--- src/rtl/ctm_pkg.sv ---
// Shared constants and types of the census transform block.
package ctm_pkg;

  // Window geometry and frame limits
  localparam int WIN_R     = 3;
  localparam int WIN_C     = 4;
  localparam int MAX_WIDTH = 1024;
  localparam int ROW_LIMIT = 4096;
  localparam int WROWS     = 2 * WIN_R + 1;
  localparam int WCOLS     = 2 * WIN_C + 1;
  localparam int NPIX      = WROWS * WCOLS;

  // Field and register widths
  localparam int PIX_W    = 8;
  localparam int CODE_W   = 63;
  localparam int TDATA_W  = ((CODE_W + 7) / 8) * 8;
  localparam int WIDTH_W  = 11;
  localparam int HEIGHT_W = 13;
  localparam int CFG_W    = 13;
  localparam int COL_W    = $clog2(MAX_WIDTH);
  localparam int ROW_W    = 12;
  localparam int STORE_W  = PIX_W * 2 * WIN_R;

  // 5x5 mean: sum / 25 by reciprocal multiply
  localparam int MEAN_N      = 5;
  localparam int MEAN_DIV    = MEAN_N * MEAN_N;
  localparam int ROWSUM_W    = 11;
  localparam int SUM_W       = 13;
  localparam int RECIP_SHIFT = 17;
  localparam int RECIP       = (2 ** RECIP_SHIFT + MEAN_DIV - 1) / MEAN_DIV;
  localparam int RECIP_W     = 13;

  // Queue between front and back
  localparam int QUEUE_DEPTH = 2;
  localparam int QPTR_W      = $clog2(QUEUE_DEPTH);

  // Configuration register indexes
  typedef enum logic [0:0] {
    REG_IMAGE_WIDTH  = 1'b0,
    REG_IMAGE_HEIGHT = 1'b1
  } cfg_reg_t;

  // Window: [row][column][bit], row 0 is the top row
  typedef logic [WROWS-1:0][WCOLS-1:0][PIX_W-1:0] window_t;

  // One beat from front to back: a full window and its end-of-frame mark
  typedef struct packed {
    window_t win;
    logic    last;
  } win_beat_t;

endpackage

--- src/rtl/ctm_queue.sv ---
// Two-entry queue of window beats between front and back.
module ctm_queue (
  input  logic               clk,
  input  logic               rst,
  input  logic               push_valid,
  output logic               push_ready,
  input  ctm_pkg::win_beat_t push_beat,
  output logic               pop_valid,
  input  logic               pop_ready,
  output ctm_pkg::win_beat_t pop_beat
);
  import ctm_pkg::*;

  win_beat_t         slots [QUEUE_DEPTH];
  logic [QPTR_W-1:0] wr_ptr;
  logic [QPTR_W-1:0] rd_ptr;
  logic [QPTR_W:0]   count;
  logic              push;
  logic              pop;

  assign push_ready = (int'(count) != QUEUE_DEPTH);
  assign pop_valid  = (count != '0);
  assign push       = push_valid && push_ready;
  assign pop        = pop_valid && pop_ready;
  assign pop_beat   = slots[rd_ptr];

  always_ff @(posedge clk) begin
    if (rst) begin
      wr_ptr <= '0;
      rd_ptr <= '0;
      count  <= '0;
    end else begin
      if (push) begin
        wr_ptr <= QPTR_W'((int'(wr_ptr) + 1) % QUEUE_DEPTH);
      end
      if (pop) begin
        rd_ptr <= QPTR_W'((int'(rd_ptr) + 1) % QUEUE_DEPTH);
      end
      case ({push, pop})
        2'b10:   count <= count + 1'b1;
        2'b01:   count <= count - 1'b1;
        default: count <= count;
      endcase
    end
  end

  always_ff @(posedge clk) begin
    if (push) begin
      slots[wr_ptr] <= push_beat;
    end
  end

endmodule

--- config.mk ---
export PLATFORM = sky130hd
export DESIGN_NAME = ctm_queue
export DESIGN_NICKNAME = d
export VERILOG_FILES = /design/src/rtl/ctm_pkg.sv /design/src/rtl/ctm_queue.sv
export SDC_FILE = /design/constraint.sdc
export NUM_CORES = 1
export LEC_CHECK = 0
export BUFFER_PORTS_ARGS = -buffer_cell sky130_fd_sc_hd__buf_2
export CAP_MARGIN = 5
export CORE_AREA = 2 2 397 399
export DETAILED_ROUTE_END_ITERATION = 8
export DIE_AREA = 0 0 399 401
export GPL_TIMING_DRIVEN = 0
export PLACE_DENSITY_LB_ADDON = 0.3
export SLEW_MARGIN = 25
export SYNTH_ARGS = -nofsm -noshare
export SYNTH_HDL_FRONTEND = slang
export SYNTH_SLANG_ARGS = --single-unit
export TNS_END_PERCENT = 1
--- constraint.sdc ---
create_clock -name clk -period 32.4 [get_ports clk]
set_input_delay 3.24 -clock clk [delete_from_list [all_inputs] [get_ports clk]]
set_output_delay 3.24 -clock clk [all_outputs]
set_load 0.005 [all_outputs]
==> implementation parameters <==
Parameter                              Value

Critical path
  Required time reported for the critical path endpoint    29.16 ns
  Arrival time worst endpoint    2.37 ns
  Cell with the biggest individual delay on the critical path    mux2_4
  Type of the worst setup path    reg2out
  Type of element capturing the critical path    primary output
  Largest fanout on the critical path    10
  Critical path's most frequent cell    buf_6
  Number of cells on the worst reg-to-reg path    6
  Cell breakdown of the critical path    buf_6 -> buf_8 -> buf_6 -> mux2_4 -> buf_2
  Peak per-stage delay on the critical path    0.36 ns
  Startpoint type of the worst setup path    flop
  Register-to-register path setup slack    29.24 ns

Run
  Number of max-capacitance violations reported    0

Clock tree
  Clock-pin slew on the worst setup and hold paths    0.05 ns
  Hold buffers post-CTS    0
  # resized after CTS    0
  TritonCTS clock tree    yes
  Root Buffer Master    clkbuf_16
  Setup Fix Bufs, Post-CTS    0
  Max clock buf depth    3
  Htree depth    3
  Clock tree sinks    1015
  Insertion delay to the later sink of the worst-skew pair    0.71 ns
  Clock buffers created by TritonCTS    113

Synthesis
  Register bit total from synthesis    1015
  Number of distinct standard cells referenced by the synthesized netlist    22
  Share of the synthesized area in the top cell type    0.785
  Library cell with the largest summed area after synthesis    edfxtp_1
  Seq/Total Area, Yosys    0.788
  Number of warnings reported in the yosys synthesis log    0
  Synthesized netlist net count    2105
  Average size of a mapped cell    24.2 um^2
  Ranking of synthesized cells by area    edfxtp_1 79%, mux2_4 17%, mux2_2 1.6%
  Cells after Synth    1595
  Netlist area before placement    0.0386 mm^2

Min path
  Worst Hold Path Cells    2
  Path type of the worst min-delay path    reg2reg

Power
  Lkg Pwr    19.2 nW
  Peak VDD IR    0.0470 mV
  Total design power    0.00403 W
  Pwr/cell area    80.3 mW/mm^2

Drt
  Via-per-instance ratio    3.96
  Final wirelength    104000 um
  Count of nets left with antenna violations after detail routing    0
  DRC violations left    0
  Wire length per cell after detailed routing    21.2 um
  Total via count after detailed routing    19400
  Detailed router's first-iteration violation count    861
  Number of iterations in the first detailed-routing pass    4

Floorplan
  I/O Pins    1016
  DIE WIDTH    399 um
  Die area    0.160 mm^2
  Die span in y    401 um
  Rows    145
  Core Region    0.156 mm^2
  Effective utilization at floorplan    0.248

Layout
  # nets final    3254
  Area growth from synthesis to layout    30.0%
  Share of final-layout standard cells stronger than drive strength 1    0.615
  Non-filler instance count after layout    4900

Timing
  Achievable frequency    178 MHz
  Final hold violation count    0
  Final sum of negative setup slack    0 ns
  Slew of the pin with the lowest slew margin    0.551 ns
  Total count of max-transition violations in the final report    0
  Minimum clock period    5.61 ns
  Setup violations, final    0
  Fraction of the cycle the final worst path needs    0.173
  Max Clock Skew    0.0322 ns
  RSZ-0062 raised after global routing    false
  Slew margin rel.    0.633

GRT
  Number of antenna violations at the first check in global routing    41
  Maximum number of pins on one net before global-route repair    88
  First-pass GRT wire length    143000 um
  Vias in the first global route    20300
  GRT Util Overall    0.124
  Overall overflow remaining after global route    0

Outcome
  Run status    complete, no violations

Place
  Post-detail-place hpwl    75900 um
  Total of buffers placed on input and output ports    1015
  Final Wtd Congestion    0.800
  Cell total after placement    4687
synthesized netlist by cell type, drive strengths merged:
cell type,instances
inv,1
xor2,1
o21ai,1
and3,1
nand2b,1
a21oi,2
mux2,505
buf,56
nor2,3
nand3b,1
or3,1
dfxtp,5
or2,1
ha,1
edfxtp,1010
xnor2,2
o21a,1
nand2,1
a21bo,1
final cells by class:
class                      count  area (um^2)
inverter                       1         11.3
clock inverter                54          454
buffer                        56          689
tap                         2058         2570
sequential                  1015        30400
multi-input combinational    523         7500
fill                       15300       105000
antenna                        9         22.5
clock buffer                 150         2970
timing repair buffer        1034         5570
where the power goes:
group          internal (W)  leakage [nW]  switching (W)
combinational      0.000588          8.02       0.000553
clock              0.000683          1.67       0.000517
sequential          0.00165          9.49      0.0000376
layout by cell type (no fill, tap or decap), drive strengths merged, types with 2 or more instances in the layout:
cell,instances
nor2,3
clkbuf,150
a21oi,2
diode,9
dfxtp,5
buf,1090
mux2,505
clkinv,41
xnor2,2
bufinv,5
inv,8
edfxtp,1010
per-stage QoR:
step                setup WS [ns]  cell area (um^2)   util  hold slack, ns
floorplan                   16.73             38600      -           0.474
global placement             7.93             46300  0.297           0.495
detailed placement          26.49             46800  0.301           0.510
CTS                         26.57             50200  0.322           0.525
global route                26.57             50200  0.323           0.549
finish                      26.79             50200  0.323           0.519
worst max-delay path: cells and delay by family, from the launching register on:
family	cells	cell delay, ns
muxes	1	0.36
buffers and inverters	4	0.91
DFF	1	0.32
flip-flops by register name (all words and copies together) (netlist names), named ones only:
signal  count
count       2
rd_ptr      1
slots    1010
wr_ptr      1
kinds of logic (layout without fill, tap and decap cells):
kind of cell / Yosys count / after routing / share of synthesized area
fa+ha+maj: 1 / 1 / 0.000324
simple gates: 9 / 9 / 0.00123
compound gates: 5 / 5 / 0.000842
other cells: 0 / 9 / 0
flops: 1015 / 1015 / 0.788
buf+inv: 57 / 1295 / 0.0179
xor+xnor: 3 / 3 / 0.000681
mux: 505 / 505 / 0.191
final timing paths:
path / startpoint / endpoint
worst max-delay path: flop / pop_beat[135]
worst min register to register: rd_ptr / rd_ptr
worst max register to register: count[0] / slots[0][355]
worst min-delay path: rd_ptr / rd_ptr
per-layer routing:
metal  wire [um]  track usage
met5         241            0
met4        2420       0.0397
met3        9690       0.0495
met2       52300        0.215
met1       39000        0.138
Power figures use the tool's default switching activity.
