$ cat config.mk
export PLATFORM = sky130hd
export DESIGN_NAME = ctm_back
export DESIGN_NICKNAME = d
export VERILOG_FILES = /design/src/rtl/ctm_pkg.sv /design/src/rtl/ctm_back.sv
export SDC_FILE = /design/constraint.sdc
export NUM_CORES = 2
export LEC_CHECK = 0
export BUFFER_PORTS_ARGS = -buffer_cell sky130_fd_sc_hd__buf_2
export CORE_ASPECT_RATIO = 1.25
export CORE_MARGIN = 1.5
export CORE_UTILIZATION = 40
export CTS_CLUSTER_DIAMETER = 50
export CTS_CLUSTER_SIZE = 30
export DETAILED_ROUTE_END_ITERATION = 10
export PLACE_DENSITY_LB_ADDON = 0.3
export SLEW_MARGIN = 20
export SYNTH_ARGS = -nofsm -noshare
export SYNTH_HDL_FRONTEND = slang
export SYNTH_SLANG_ARGS = --single-unit
$ cat constraint.sdc
create_clock -name clk -period 33.7 [get_ports clk]
set_input_delay 3.37 -clock clk [delete_from_list [all_inputs] [get_ports clk]]
set_output_delay 3.37 -clock clk [all_outputs]
set_load 0.02 [all_outputs]
$ cat src/rtl/ctm_pkg.sv
// Shared constants and types of the census transform block.
package ctm_pkg;

  // Window geometry and frame limits
  localparam int WIN_R     = 3;
  localparam int WIN_C     = 4;
  localparam int MAX_WIDTH = 1024;
  localparam int ROW_LIMIT = 4096;
  localparam int WROWS     = 2 * WIN_R + 1;
  localparam int WCOLS     = 2 * WIN_C + 1;
  localparam int NPIX      = WROWS * WCOLS;

  // Field and register widths
  localparam int PIX_W    = 8;
  localparam int CODE_W   = 63;
  localparam int TDATA_W  = ((CODE_W + 7) / 8) * 8;
  localparam int WIDTH_W  = 11;
  localparam int HEIGHT_W = 13;
  localparam int CFG_W    = 13;
  localparam int COL_W    = $clog2(MAX_WIDTH);
  localparam int ROW_W    = 12;
  localparam int STORE_W  = PIX_W * 2 * WIN_R;

  // 5x5 mean: sum / 25 by reciprocal multiply
  localparam int MEAN_N      = 5;
  localparam int MEAN_DIV    = MEAN_N * MEAN_N;
  localparam int ROWSUM_W    = 11;
  localparam int SUM_W       = 13;
  localparam int RECIP_SHIFT = 17;
  localparam int RECIP       = (2 ** RECIP_SHIFT + MEAN_DIV - 1) / MEAN_DIV;
  localparam int RECIP_W     = 13;

  // Queue between front and back
  localparam int QUEUE_DEPTH = 2;
  localparam int QPTR_W      = $clog2(QUEUE_DEPTH);

  // Configuration register indexes
  typedef enum logic [0:0] {
    REG_IMAGE_WIDTH  = 1'b0,
    REG_IMAGE_HEIGHT = 1'b1
  } cfg_reg_t;

  // Window: [row][column][bit], row 0 is the top row
  typedef logic [WROWS-1:0][WCOLS-1:0][PIX_W-1:0] window_t;

  // One beat from front to back: a full window and its end-of-frame mark
  typedef struct packed {
    window_t win;
    logic    last;
  } win_beat_t;

endpackage

$ cat src/rtl/ctm_back.sv
// Back: 5x5 sum, mean by reciprocal multiply, window compare, output register.
module ctm_back (
  input  logic                       clk,
  input  logic                       rst,
  input  logic                       beat_valid,
  output logic                       beat_ready,
  input  ctm_pkg::win_beat_t         beat,
  output logic                       out_valid,
  input  logic                       out_ready,
  output logic [ctm_pkg::CODE_W-1:0] census_code,
  output logic                       last_of_frame
);
  import ctm_pkg::*;

  // Stage 1: row sums
  logic                      v1;
  window_t                   w1;
  logic                      last1;
  logic [ROWSUM_W-1:0]       rs1   [MEAN_N];
  logic [ROWSUM_W-1:0]       rs_c  [MEAN_N];
  // Stage 2: total
  logic                      v2;
  window_t                   w2;
  logic                      last2;
  logic [SUM_W-1:0]          total2;
  logic [SUM_W-1:0]          total_c;
  // Stage 3: mean
  logic                      v3;
  window_t                   w3;
  logic                      last3;
  logic [PIX_W-1:0]          mean3;
  logic [SUM_W+RECIP_W-1:0]  prod_c;
  logic [CODE_W-1:0]         code_c;

  logic load1, load2, load3, load_o;

  // Elastic pipeline: a stage loads when empty or when it empties this cycle
  assign load_o     = !out_valid || out_ready;
  assign load3      = !v3 || load_o;
  assign load2      = !v2 || load3;
  assign load1      = !v1 || load2;
  assign beat_ready = load1;

  always_ff @(posedge clk) begin
    if (rst) begin
      v1        <= 1'b0;
      v2        <= 1'b0;
      v3        <= 1'b0;
      out_valid <= 1'b0;
    end else begin
      if (load1)  v1        <= beat_valid;
      if (load2)  v2        <= v1;
      if (load3)  v3        <= v2;
      if (load_o) out_valid <= v3;
    end
  end

  always_comb begin
    for (int r = 0; r < MEAN_N; r++) begin
      rs_c[r] = '0;
      for (int c = 0; c < MEAN_N; c++) begin
        rs_c[r] = rs_c[r] + ROWSUM_W'(beat.win[WIN_R-2+r][WIN_C-2+c]);
      end
    end
  end

  always_comb begin
    total_c = '0;
    for (int r = 0; r < MEAN_N; r++) begin
      total_c = total_c + SUM_W'(rs1[r]);
    end
  end

  // floor(sum / 25) exact for sums up to 25 * 255
  assign prod_c = total2 * RECIP_W'(RECIP);

  // Raster order from the top-left, top-left in the highest used bit
  always_comb begin
    code_c = '0;
    for (int i = 0; i < WROWS; i++) begin
      for (int j = 0; j < WCOLS; j++) begin
        code_c[NPIX-1-(i*WCOLS+j)] = (w3[i][j] < mean3);
      end
    end
  end

  always_ff @(posedge clk) begin
    if (load1) begin
      w1    <= beat.win;
      last1 <= beat.last;
      rs1   <= rs_c;
    end
    if (load2) begin
      w2     <= w1;
      last2  <= last1;
      total2 <= total_c;
    end
    if (load3) begin
      w3    <= w2;
      last3 <= last2;
      mean3 <= prod_c[RECIP_SHIFT +: PIX_W];
    end
    if (load_o) begin
      census_code   <= code_c;
      last_of_frame <= last3;
    end
  end

endmodule

==> flow_summary.yaml <==
job:
  maxCapViolations: 0
place:
  routabilityCongestion: 0.816
  hpwl_um: 102000
  portBuffers: 574
synth:
  ys_seq_area_share_pct: 74.2
  syn_inst: 3388
  synth.ff_latch_count: 1659
  ys_types: 38
  syn_area_per_cell_um2: 19.8
  netlist_area_mm2: 0.0671
  syn_nets: 4700
  yosysWarnings: 0
worst_setup_path:
  ff2ff_setup_slack_ns: 28.62
  cp.arrival_ns: 4.95
  cp-end-kind: "primary output"
  required_ns: 30.33
  r2r-start: "total2[10]$_DFFE_PP_"
  reg2regPathDepth: 14
  crit_type: "in -> out"
  cp-start-kind: "primary input"
  r2r_end: "mean3[7]$_DFFE_PP_"
  cp_max_fo: 10
detailed_routing:
  routed_wl_um: 147000
  ant_nets: 0
  drc_errors: 0
  dr.pass1.iters: 5
  drt_iter0_markers: 2261
  via_per_inst: 4.92
  num_vias: 31700
  wire_per_inst_um: 22.8
floorplanning:
  core_area_mm2: 0.166
  rows: 167
  start_util_pct: 40.4
  io_pins: 575
  die_x_um: 369
  design.die.area_mm2: 0.170
  die_h_um: 461
timing:
  hold_viol: 0
  fin_crit_sh_pct: 24.7
  fin_worst_skew_ns: 0.0380
  slew_headroom_pct: 22.2
  setup_tns_ns: 0
  min_period_ns: 8.32
  rsz0062_at_grt: "false"
  slew_viol_final: 0
  setup_viol: 0
  worst_slew_pin_slew_ns: 1.17
  fmax_mhz: 120
  hold-worst-slack_ns: 0.380
pwr:
  p_leak_nw: 31.8
  power_mw: 8.11
  ir_drop_mv: 0.187
  p_per_area_mw_per_mm2: 104
layout:
  final_util_pct: 46.8
  drive_gt1_share_pct: 20.1
  layout.nets: 5432
  area_growth_pct: 16.0
  final_cell_mix: "edfxtp_1 (1,655), ha_1 (600), buf_2 (574)"
  final_common_cell: "edfxtp_1"
clock_network:
  cts.path.max_buffers: 3
  cts_tree: "done"
  cts_hold_buf: 0
  clk_pin_slew_worst_paths_ns: 0.08
  cts_made_buffers: 133
  htree_levels: 4
  post_cts_resized: 0
  cts_sinks: 1659
  clk_latency_ns: 0.79
  post_cts_buffers: 0
  cts-root-buf: "clkbuf_16"
min_path:
  hold_path_depth: 0
  worstHoldEndpoint: "w3[33]$_DFFE_PP_"
  hold_path.class: "reg -> reg"
  hp-start: "w2[33]$_DFFE_PP_"
global_routing:
  antenna_found_initial: 71
  grt-ovfl-total: 0
  grt_util_all_layers_pct: 17.3
  grt_pass1_wl_um: 212000
  grt_pass1_vias: 32700
  grt_max_degree: 162
outcome:
  status: "finished clean"
==> metrics by stage <==
step           cells  setup slack [ns]  area, um^2
2_1_floorplan   3388             14.87       67100
3_3_place_gp    6182             25.38       72900
3_5_place_dp    6182             25.34       72900
4_1_cts         6427             25.33       77700
5_1_grt         6430             25.29       77800
6_report        6443             25.38       77800
==> state kept, by name, summed over array words and instances (netlist names), 8 cells and up <==
signal,count
census_code,63
mean3,8
rs1,55
total2,13
w1,504
w2,504
w3,504
==> worst max-delay path: stages <==
cell and delay (ns):
buf_2 0.10, nor2b_1 0.44, and3_1 0.45, nand2_4 0.27, buf_2 0.27
==> report_power, final <==
group          internal, mW  switching [mW]  total [mW]
Clock                 0.848           0.825        1.67
Sequential             2.58           0.105        2.69
Combinational          1.60            2.15        3.75
Total                  5.03            3.08        8.11
==> Yosys cell counts <==
cell	count	area (um^2)
nor2_1	32	120
a221o_1	1	10.0
xor2_1	13	114
dfxtp_1	4	80.1
o211ai_1	4	30.0
nor4_1	3	18.8
a221oi_1	1	8.76
nand3_1	5	25.0
a2bb2oi_1	1	8.76
xnor2_1	36	315
nand2b_1	65	407
nor2b_1	20	125
and2_1	2	12.5
nand2_1	21	78.8
o21a_1	2	15.0
o21bai_1	65	488
a21o_1	205	1540
a211o_1	2	17.5
a311o_1	1	10.0
a211oi_1	65	488
o31ai_1	2	15.0
inv_1	146	548
ha_1	600	7510
a31o_2	1	8.76
buf_2	6	30.0
a22o_1	2	17.5
o21ai_0	88	440
fa_1	203	4060
or2_2	4	25.0
nand4_1	2	12.5
nor3_1	14	70.1
or3_1	5	31.3
o41ai_1	2	17.5
a21oi_1	32	160
and3_1	5	31.3
a21boi_0	8	60.1
edfxtp_1	1655	49700
a31oi_1	65	407
==> cell families after synthesis <==
group                    after synthesis  share of synthesized area (%)
buffers and inverters                152                          0.862
flip-flops                          1659                           74.2
AO/OA/AOI/OAI                        547                           5.58
AND/OR/NAND/NOR                      178                           1.43
adder cells (fa/ha/maj)              803                           17.3
XOR/XNOR                              49                          0.640
==> metal layers <==
layer  track usage (%)  up-vias  part of all wire, %
met5                 0        -                 0.35
met4              4.82       84                  2.2
met3              5.18      255                  7.5
li1                  -    14700                    -
met1              22.5    15800                   42
met2              28.2      783                   48
==> layout make-up <==
| type | count | area, um^2 |
|---|---|---|
| clock inverter | 99 | 1320 |
| fill | 14000 | 88300 |
| clock buffer | 146 | 3480 |
| tap | 2197 | 2750 |
| inverter | 146 | 576 |
| multi-input combinational | 1577 | 16700 |
| timing repair buffer | 603 | 3130 |
| sequential | 1659 | 49800 |
| antenna | 16 | 40.0 |
==> worst max-delay path by stage <==
stage | from | endpoint | slack [ns] | cells past startpoint
CTS | out_ready | beat_ready | 25.33 | 5
global route | out_ready | beat_ready | 25.29 | 5
floorplan | out_ready | beat_ready | 14.87 | 3
finish | out_ready | beat_ready | 25.38 | 5
global placement | out_ready | beat_ready | 25.38 | 5
detailed placement | out_ready | beat_ready | 25.34 | 5
(Power assumes the default switching activity.)
